**config.mk**
```make
export PLATFORM = sky130hd
export DESIGN_NAME = mhsb_hash_unit
export DESIGN_NICKNAME = d
export VERILOG_FILES = /design/src/hdl/mhsb_pkg.sv /design/src/hdl/mhsb_hash_unit.sv
export SDC_FILE = /design/constraint.sdc
export NUM_CORES = 2
export LEC_CHECK = 0
export BUFFER_PORTS_ARGS = -buffer_cell sky130_fd_sc_hd__buf_4
export CELL_PAD_IN_SITES_DETAIL_PLACEMENT = 1
export CELL_PAD_IN_SITES_GLOBAL_PLACEMENT = 1
export CORE_MARGIN = 10
export CORE_UTILIZATION = 25
export CTS_CLUSTER_DIAMETER = 200
export DETAILED_ROUTE_END_ITERATION = 10
export HOLD_SLACK_MARGIN = 0.1
export PLACE_DENSITY = 0.53
export SKIP_LAST_GASP = 1
export SLEW_MARGIN = 5
export SYNTH_ARGS = -nofsm -noshare
export SYNTH_HDL_FRONTEND = slang
export SYNTH_SLANG_ARGS = --single-unit
```
**constraint.sdc**
```tcl
create_clock -name clock -period 17.1 [get_ports clock]
set_input_delay 0.855 -clock clock [delete_from_list [all_inputs] [get_ports clock]]
set_output_delay 0.855 -clock clock [all_outputs]
set_load 0.03 [all_outputs]
```
**src/hdl/mhsb_pkg.sv**
```systemverilog
`default_nettype none
package mhsb_pkg;

   localparam int HashCount = 11;
   localparam int MaxDigits = 10;
   localparam int DigitW    = 4;
   localparam int CntW      = 4;

   localparam int HRs   = 0;
   localparam int HJs   = 1;
   localparam int HPjw  = 2;
   localparam int HElf  = 3;
   localparam int HBkdr = 4;
   localparam int HSdbm = 5;
   localparam int HDjb  = 6;
   localparam int HDek  = 7;
   localparam int HBp   = 8;
   localparam int HFnv  = 9;
   localparam int HAp   = 10;

   localparam logic [31:0] OffsetReset = 32'd10000;

   typedef logic [HashCount-1:0][31:0] hash_vec_type;

   typedef enum logic [1:0] {
      S_IDLE,
      S_CONV,
      S_HASH,
      S_FOLD
   } state_type;

   typedef struct packed {
      logic             init;
      logic             step;
      logic [CntW-1:0]  len;
      logic [7:0]       chr;
      logic             odd;
   } hash_ctl_type;

endpackage
`default_nettype wire

```
**src/hdl/mhsb_hash_unit.sv**
```systemverilog
`default_nettype none
module mhsb_hash_unit (
   input  wire                         clock,
   input  wire mhsb_pkg::hash_ctl_type ctl,
   output mhsb_pkg::hash_vec_type      hash_ff
);
   import mhsb_pkg::*;

   hash_vec_type hash_in;
   logic [31:0]  a_ff;
   logic [31:0]  a_in;
   logic [31:0]  c;
   logic [31:0]  p;
   logic [31:0]  e;
   logic [31:0]  t;
   logic [31:0]  ap;
   logic [31:0]  s;

   always_comb begin
      hash_in = hash_ff;
      a_in    = a_ff;
      c       = {24'd0, ctl.chr};
      p       = '0;
      e       = '0;
      t       = '0;
      ap      = hash_ff[HAp];
      s       = hash_ff[HSdbm];
      if (ctl.init) begin
         hash_in        = '0;
         hash_in[HJs]   = 32'd1315423911;
         hash_in[HDjb]  = 32'd5381;
         hash_in[HDek]  = {28'd0, ctl.len};
         hash_in[HAp]   = 32'hAAAAAAAA;
         a_in           = 32'd63689;
      end else if (ctl.step) begin
         hash_in[HRs] = hash_ff[HRs] * a_ff + c;
         a_in         = a_ff * 32'd378551;
         hash_in[HJs] = hash_ff[HJs] ^
                        ((hash_ff[HJs] << 5) + c + (hash_ff[HJs] >> 2));
         p = (hash_ff[HPjw] << 4) + c;
         t = p & 32'hF0000000;
         if (t != 32'd0) begin
            p = (p ^ (t >> 24)) & 32'h0FFFFFFF;
         end
         hash_in[HPjw] = p;
         e = (hash_ff[HElf] << 4) + c;
         t = e & 32'hF0000000;
         if (t != 32'd0) begin
            e = e ^ (t >> 24);
         end
         hash_in[HElf]  = e & ~t;
         hash_in[HBkdr] = (hash_ff[HBkdr] << 7) + (hash_ff[HBkdr] << 1)
                          + hash_ff[HBkdr] + c;
         hash_in[HSdbm] = c + (s << 6) + (s << 16) - s;
         hash_in[HDjb]  = (hash_ff[HDjb] << 5) + hash_ff[HDjb] + c;
         hash_in[HDek]  = ((hash_ff[HDek] << 5) ^ (hash_ff[HDek] >> 27)) ^ c;
         hash_in[HBp]   = (hash_ff[HBp] << 7) ^ c;
         hash_in[HFnv]  = (hash_ff[HFnv] * 32'h811C9DC5) ^ c;
         if (!ctl.odd) begin
            hash_in[HAp] = ap ^ ((ap << 7) ^ (c * (ap >> 3)));
         end else begin
            hash_in[HAp] = ap ^ ~((ap << 11) + (c ^ (ap >> 5)));
         end
      end
   end

   always_ff @(posedge clock) begin
      hash_ff <= hash_in;
      a_ff    <= a_in;
   end

endmodule
`default_nettype wire

```
==> results.cfg <==
[status]
status = completed

[floorplan]
die_h_um = 517.6
initial_utilization = 0.2515
rows = 182
boundaryPins = 368
fp.coreArea_sq_um = 246200
die_area_sq_um = 267900
die-width_um = 517.6

[logic_synthesis]
part_of_the_yosys_area_used_for_sequential_elements = 0.1206
biggest_area_consumer_among_synthesized_cells = sky130_fd_sc_hd__fa_1
synth_async_sr_flop_share = 0
avgSynthCellArea_sq_um = 9.117
top_flip_flop_cell_by_instance_count_after_synthesis = sky130_fd_sc_hd__dfxtp_1
synth.lib_cells_used.distinct = 104
flop_and_latch_count_out_of_synthesis = 371
synth_top_cell_area_share = 0.3237
post_synth_instance_area_sq_um = 61900
post_synthesis_cells = 6789
synthTopCellsByArea = sky130_fd_sc_hd__fa_1 32%, sky130_fd_sc_hd__ha_1 15%, sky130_fd_sc_hd__dfxtp_1 12%
synth-edff-count = 4
synthesis.yosys.warnings = 0

[sta]
tns_ns = 0
finalClockSkew_ns = 0.05118
timing_worst_slew_pin_value_ns = 1.110
final-setup-viol-count = 0
fin_crit_sh = 0.4558
slew_headroom = 0.2588
rsz0062_at_grt = no
hold_viol_final = 0
hold-worst-slack_ns = 0.4367
layout_min_cycle_time_ns = 7.794
achievable-frequency_ghz = 0.1283
final-max-slew-violation-count = 0

[cts]
cts_tree = done
postCtsSetupBuffers = 0
clkLatencyLatePin_ns = 0.73
clkTransAtPathRegs_ns = 0.06
cts_repair_resize_count = 0
cts-buffers-inserted = 58
clock_sink_count = 371
clock_tree.buffer_depth = 3
cts_root_buffer = sky130_fd_sc_hd__clkbuf_16
postCtsHoldBufs = 0
h-tree-depth = 2

[global_routing]
grt_overflow = 0
global_route_wire_length_before_repair_um = 345500
grt_max_degree = 111
groute.usage.overall = 0.1666
antenna_found_initial = 9
vias_in_the_first_global_route = 53410

[detailed_routing]
vias_per_cell = 4.572
drt-pass1-iter-count = 5
wl_met2_um = 105400
drc_errors = 0
num_vias = 47590
drt_wl_total_um = 227500
routedWlPerCell_um = 21.85
highest_layer = met5
initial_detailed_routing_violation_count = 2321
met3_wirelength_um = 13400
routedLengthMet1_um = 103300
route.antenna.remaining_nets = 0

[worst_setup_path]
timing.critical_path.arrival_ns = 8.36
required_ns = 17.66
criticalPathCategory = flip-flop to flip-flop
timing.critical_path.fanout_max = 23
worst_setup_path_start_kind = flip-flop
timing.critical_path.to_type = flip-flop

[run]
drv_cap = 0

[finish]
mostFrequentLayoutCell = sky130_fd_sc_hd__inv_1
final_nets = 8802
layout-drive-gt1-share = 0.08588
synthToLayoutAreaGrowth_pct = 13.78
multi_input_area_sq_um = 48710
layout.cells.most_common_list = 1263 x sky130_fd_sc_hd__inv_1, 1001 x sky130_fd_sc_hd__fa_1, 741 x sky130_fd_sc_hd__ha_1, 573 x sky130_fd_sc_hd__nand2_1, 438 x sky130_fd_sc_hd__buf_4
final.fill_count = 28560
design_area_sq_um = 70430
layout.area.seq_sq_um = 7470

[placed_design]
dpl-instance-area_sq_um = 68410
gp_routability_congestion = 0.8762
io_buffer_count = 363
hpwl_after_detailed_placement_um = 182100

[min_path]
hold_class = input pin to flip-flop
==> worst paths after layout <==
check,end,depth (start not counted),slack [ns],start
worst max-delay path,hash_ff[28],22,9.31,a_ff[3]
worst min-delay path,hash_ff[226],3,0.44,ctl[11]
worst max register to register,hash_ff[28],22,9.31,a_ff[3]
worst min register to register,hash_ff[92],1,0.47,hash_ff[92]
==> cell type report <==
type | instances | share of cell area
repair buffers | 441 | 0.04740
flip-flops and latches | 371 | 0.1061
clock inverters | 32 | 0.005560
diodes | 5 | 0.0001777
multi-input cells | 4907 | 0.6916
well taps | 3312 | 0.05884
clock buffers | 75 | 0.02293
inverters | 1265 | 0.06745
==> state kept, by name (all words and copies together), names as in the netlist <==
signal and flops:
ap 32, a_ff 31, hash_ff 276, s 32
==> cell usage after synthesis (12+ instances only) <==
master / n
sky130_fd_sc_hd__inv_1: 1264
sky130_fd_sc_hd__fa_1: 1001
sky130_fd_sc_hd__ha_1: 741
sky130_fd_sc_hd__nand2_1: 574
sky130_fd_sc_hd__and2_1: 396
sky130_fd_sc_hd__dfxtp_1: 367
sky130_fd_sc_hd__nor2_1: 362
sky130_fd_sc_hd__xnor2_1: 293
sky130_fd_sc_hd__a21oi_1: 211
sky130_fd_sc_hd__o21ai_0: 208
sky130_fd_sc_hd__clkbuf_1: 206
sky130_fd_sc_hd__xor2_1: 153
sky130_fd_sc_hd__mux2i_1: 135
sky130_fd_sc_hd__a21o_1: 104
sky130_fd_sc_hd__a211oi_1: 69
sky130_fd_sc_hd__nand3_1: 55
sky130_fd_sc_hd__nor3_1: 53
sky130_fd_sc_hd__and3_1: 49
sky130_fd_sc_hd__o21a_1: 44
sky130_fd_sc_hd__o21bai_1: 37
sky130_fd_sc_hd__o211ai_1: 35
sky130_fd_sc_hd__nor2b_1: 31
sky130_fd_sc_hd__nand2b_1: 28
sky130_fd_sc_hd__a31oi_1: 24
sky130_fd_sc_hd__buf_1: 24
sky130_fd_sc_hd__nand4_1: 23
sky130_fd_sc_hd__o21ai_1: 21
sky130_fd_sc_hd__o22ai_1: 21
sky130_fd_sc_hd__or3_1: 18
sky130_fd_sc_hd__o31ai_1: 17
sky130_fd_sc_hd__buf_4: 12
==> metal layers <==
layer  global-route usage  up-vias
li1                     -    22030
met1               0.2200    24560
met2               0.2774      786
met3              0.03731      216
met4              0.03659        4
met5                    0        -
==> critical path, stage by stage (launching register included) <==
cell and delay (ns):
sky130_fd_sc_hd__dfxtp_1 0.60, sky130_fd_sc_hd__buf_4 0.43, sky130_fd_sc_hd__and2_1 0.21, sky130_fd_sc_hd__fa_1 0.44, sky130_fd_sc_hd__fa_1 0.50, sky130_fd_sc_hd__inv_1 0.05, sky130_fd_sc_hd__fa_1 0.46, sky130_fd_sc_hd__fa_1 0.55
sky130_fd_sc_hd__inv_1 0.04, sky130_fd_sc_hd__ha_1 0.27, sky130_fd_sc_hd__ha_1 0.29, sky130_fd_sc_hd__fa_1 0.51, sky130_fd_sc_hd__fa_1 0.42, sky130_fd_sc_hd__ha_1 0.38, sky130_fd_sc_hd__and3_1 0.21, sky130_fd_sc_hd__nand2_1 0.07
sky130_fd_sc_hd__nor3b_1 0.79, sky130_fd_sc_hd__o31ai_1 0.31, sky130_fd_sc_hd__a21oi_1 0.49, sky130_fd_sc_hd__nor2_1 0.15, sky130_fd_sc_hd__o221a_2 0.27, sky130_fd_sc_hd__a22oi_1 0.15, sky130_fd_sc_hd__nor2_1 0.06
==> cells by family after synthesis <==
group / share of synthesized area
multiplexers: 0.02335
AND/OR/NAND/NOR: 0.1281
XOR/XNOR: 0.06311
buffers and inverters: 0.09292
AO/OA/AOI/OAI: 0.09826
flip-flops: 0.1206
adder cells (fa/ha/maj): 0.4735
other: 0.00006058
==> stage by stage <==
stage / util / setup slack [ns] / cells
floorplan: - / 10.42 / 6792
global placement: 0.2779 / 9.459 / 10300
detailed placement: 0.2779 / 9.382 / 10300
CTS: 0.2861 / 9.370 / 10400
global route: 0.2861 / 9.012 / 10400
finish: 0.2861 / 9.306 / 10410
Power is not shown: default switching activity piles up to over one toggle a cycle in this logic, so the estimate is an artifact.
